===== config.mk =====
export PLATFORM = sky130hd
export DESIGN_NAME = bfmc_front
export DESIGN_NICKNAME = d
export VERILOG_FILES = /design/src/design/bfmc_pkg.sv /design/src/design/bfmc_front.sv
export SDC_FILE = /design/constraint.sdc
export NUM_CORES = 1
export LEC_CHECK = 0
export ABC_CLOCK_PERIOD_IN_PS = 4700
export BUFFER_PORTS_ARGS = -buffer_cell sky130_fd_sc_hd__buf_2
export CORE_ASPECT_RATIO = 2
export CORE_MARGIN = 1.5
export CORE_UTILIZATION = 61
export DETAILED_ROUTE_END_ITERATION = 7
export PLACE_DENSITY = 0.84
export RECOVER_POWER = 100
export SYNTH_ARGS = -nofsm -noshare
export SYNTH_HDL_FRONTEND = slang
export SYNTH_SLANG_ARGS = --single-unit

===== constraint.sdc =====
create_clock -name aclk -period 4.7 [get_ports aclk]
set_input_delay 0.94 -clock aclk [delete_from_list [all_inputs] [get_ports aclk]]
set_output_delay 0.94 -clock aclk [all_outputs]
set_load 0.005 [all_outputs]

===== src/design/bfmc_pkg.sv =====
// Package: shared constants and types for the mip chain block.
`default_nettype none
package bfmc_pkg;
    localparam int MaxSide     = 4096;
    localparam int MaxLevels   = 16;
    localparam int SideW       = 13;
    localparam int PosW        = 12;
    localparam int AddrW       = 12;
    localparam int SumW        = 36;
    localparam int LvlW        = 4;
    localparam int QDepth      = 4;
    localparam int QPtrW       = 2;
    localparam logic [SideW-1:0] SideReset = 13'd256;
    localparam logic [1:0] RegImageSide = 2'd0;

    // one base pixel handed from the front to the back
    typedef struct packed {
        logic [7:0] red;
        logic [7:0] green;
        logic [7:0] blue;
        logic [7:0] alpha;
    } pix_t;

    // one result transaction
    typedef struct packed {
        logic [LvlW-1:0] mip_level;
        logic [10:0]     pos_x;
        logic [10:0]     pos_y;
        logic [7:0]      out_red;
        logic [7:0]      out_green;
        logic [7:0]      out_blue;
        logic [7:0]      out_alpha;
        logic            burst_last;
    } res_t;
endpackage
`default_nettype wire


===== src/design/bfmc_front.sv =====
// Front end: accepts base pixels into a short queue.
`default_nettype none
module bfmc_front (
    input  wire                 aclk,
    input  wire                 aresetn,
    input  wire                 flush,
    input  wire                 in_valid,
    output logic                in_ready,
    input  wire bfmc_pkg::pix_t in_pix,
    output logic                q_valid,
    input  wire                 q_pop,
    output bfmc_pkg::pix_t      q_pix
);
    import bfmc_pkg::*;
    pix_t                 q_reg [QDepth];
    logic [QPtrW-1:0]     wp_reg, rp_reg;
    logic [QPtrW:0]       cnt_reg;
    logic                 push, pop;

    assign in_ready = (cnt_reg != (QPtrW+1)'(QDepth));
    assign push     = in_valid && in_ready;
    assign q_valid  = (cnt_reg != '0);
    assign pop      = q_pop && q_valid;
    assign q_pix    = q_reg[rp_reg];

    // queue storage
    always_ff @(posedge aclk) begin
        if (push) begin
            q_reg[wp_reg] <= in_pix;
        end
    end

    // pointers and fill count
    always_ff @(posedge aclk) begin
        if (!aresetn || flush) begin
            wp_reg  <= '0;
            rp_reg  <= '0;
            cnt_reg <= '0;
        end else begin
            if (push) wp_reg <= wp_reg + 1'b1;
            if (pop)  rp_reg <= rp_reg + 1'b1;
            cnt_reg <= cnt_reg + (QPtrW+1)'(push) - (QPtrW+1)'(pop);
        end
    end
endmodule
`default_nettype wire


==> results.cfg <==
[yosys]
ys_types = 25
synth_area_leaders = edfxtp_1 76%, mux4_2 14%, dfxtp_1 3.5%
synth_top_area_frac = 0.757
synthArstFlopShare = 0
synth_warnings = 0
syn_area_per_cell_um2 = 23.5
synth_top_area_cell = edfxtp_1
synth-edff-count = 128
synth-main-ff-cell = edfxtp_1
syn-instance-count = 216
seq_area_frac_synth = 0.793
syn_area_mm2 = 0.00508
synth_seq_cells = 137
syn_nets = 260

[setup_path]
critPathLaunchType = register
critical_path_class = register to output port
cp_max_fo = 32
critPathCaptureType = output port
required_ps = 3760
arrival_ps = 2380

[cts]
post-cts-setup-buffer-count = 0
root_buffer = clkbuf_16
cts_tree = yes
cts_resized = 0
clock_latency_ps = 410
cts_buffers = 17
hold_buffers = 0
cts_num_sinks = 137
htreeDepth = 4
cts.clk_slew.worst_paths_ps = 50
cts_max_path_buffers = 2

[timing]
finalSetupViolations = 0
finalHoldViolations = 0
fmax_ghz = 0.301
final.period_utilization = 0.706
relSlewSlack = -0.106
fin_setup_tns_ps = 0
fin_crit_ps = 3320
tightest_slew_ps = 1660
skew_ps = 7.38
rsz0062_at_grt = false
slew_violations = 165

[detailed_routing]
drc = 0
ant_nets = 0
drtIter0Drc = 163
wl_per_cell_um = 21.1
first_pass_iters = 4
route.vias.total = 2383
routed_wl_mm = 8.57
vias_per_cell = 5.87

[place]
io_buffers = 70
dp_hpwl_mm = 5.13
dpl-instance-area_mm2 = 0.00552
place.gp.congestion = 0.693

[finish]
finalNetCount = 342
post-route-cell-area_mm2 = 0.00599
synthToLayoutAreaGrowth_pct = 18.0
largest_reg_flops = 128
layout-drive-gt1-share = 0.271
fillCellCount = 437
diodes = 0

[worst_hold_path]
hold_path.class = register to register

[run_status]
run_status = finished with violations
failed_checks = max-capacitance violations, max-slew violations

[grt]
first_global_vias = 2628
grt_overflow = 0
grt_usage = 0.219
grt_max_degree = 33
antenna_found_initial = 0
grt_pass1_wl_mm = 13.3

[run]
cap_violations = 5

[die]
ios = 71
start_util = 0.635
die_y_um = 132
die_area_mm2 = 0.00891
rows = 46
core_mm2 = 0.00800
die_w_um = 67.5

[power_and_ir_drop]
p_leak_nw = 1.97
ir_drop_uv = 412
p_per_area_mw_per_mm2 = 456
placed cells by master, fill, tap and decap left out, types with 2 or more instances in the layout:
master / n
edfxtp_1: 128
clkbuf_1: 50
mux4_2: 32
buf_2: 22
clkbuf_16: 17
dfxtp_1: 8
ha_1: 6
clkinv_2: 6
nor2_1: 5
inv_1: 4
nand2_1: 4
and3_1: 4
clkinv_1: 3
xor2_1: 2
bufinv_16: 2
stage by stage:
step | utilization | hold slack [ps] | setup WS, ps | power, mW | instances
CTS | 0.757 | 515 | 1420 | 2.75 | 406
global placement | 0.689 | 488 | 1900 | 1.54 | 375
detailed placement | 0.689 | 509 | 1860 | 1.55 | 375
finish | 0.749 | 506 | 1380 | 2.73 | 406
floorplan | - | 471 | 2340 | 1.48 | 216
global route | 0.749 | 557 | 1220 | 2.81 | 406
worst paths after layout:
| path | startpoint | endpoint | slack (ps) | depth (start not counted) |
|---|---|---|---|---|
| min reg2reg | wp_reg[1]$_SDFFE_PP0P_ | wp_reg[1]$_SDFFE_PP0P_ | 510 | 2 |
| max reg2reg | cnt_reg[2]$_SDFF_PP0_ | cnt_reg[2]$_SDFF_PP0_ | 2180 | 10 |
| max | register | q_pix[18] | 1380 | 2 |
| min | wp_reg[1]$_SDFFE_PP0P_ | wp_reg[1]$_SDFFE_PP0P_ | 510 | 2 |
critical path, stage by stage (launching register included):
cell and delay, ps:
dfxtp_1 1340, mux4_2 430, clkbuf_1 180
cell families (layout without fill, tap and decap cells):
logic type | after synthesis | in the layout | synth area share
and+or+nand+nor | 21 | 21 | 0.0229
xor gates and xnor gates | 3 | 3 | 0.00518
buffers and inverters | 12 | 106 | 0.0113
muxes | 33 | 33 | 0.144
DFF | 137 | 137 | 0.793
adders and majority gates | 7 | 7 | 0.0187
AOI/OAI and AO/OA | 3 | 3 | 0.00542
cells in the mapped netlist (2+ instances only):
master      n
buf_2       4
and2_1      2
inv_1       4
xor2_1      2
mux4_2     32
buf_1       3
nor2_1      5
edfxtp_1  128
nand2_1     4
dfxtp_1     9
and3_2      4
ha_1        6
routing by layer:
metal	up-vias	global-route usage	wire length (um)
li1	1061	-	-
met1	1221	0.257	3170
met2	88	0.357	4810
met3	13	0.0786	468
met4	0	0.0907	120
met5	-	0	0
layout make-up:
type	count	area, um2	share of cell area
Sequential cell	137	4030	0.672
Multi-Input combinational cell	67	991	0.165
Clock buffer	19	433	0.0723
Timing Repair Buffer	71	298	0.0497
Tap cell	96	120	0.0201
Clock inverter	12	109	0.0182
Inverter	4	15.0	0.00251
where the power goes:
part           switching (mW)  leakage, nW  internal [mW]
Sequential             0.0140         1.25           1.37
Clock                   0.450        0.268          0.764
Combinational          0.0672        0.452         0.0592
Total                   0.531         1.97           2.20
Note: power is estimated with default switching activity, not from simulation.
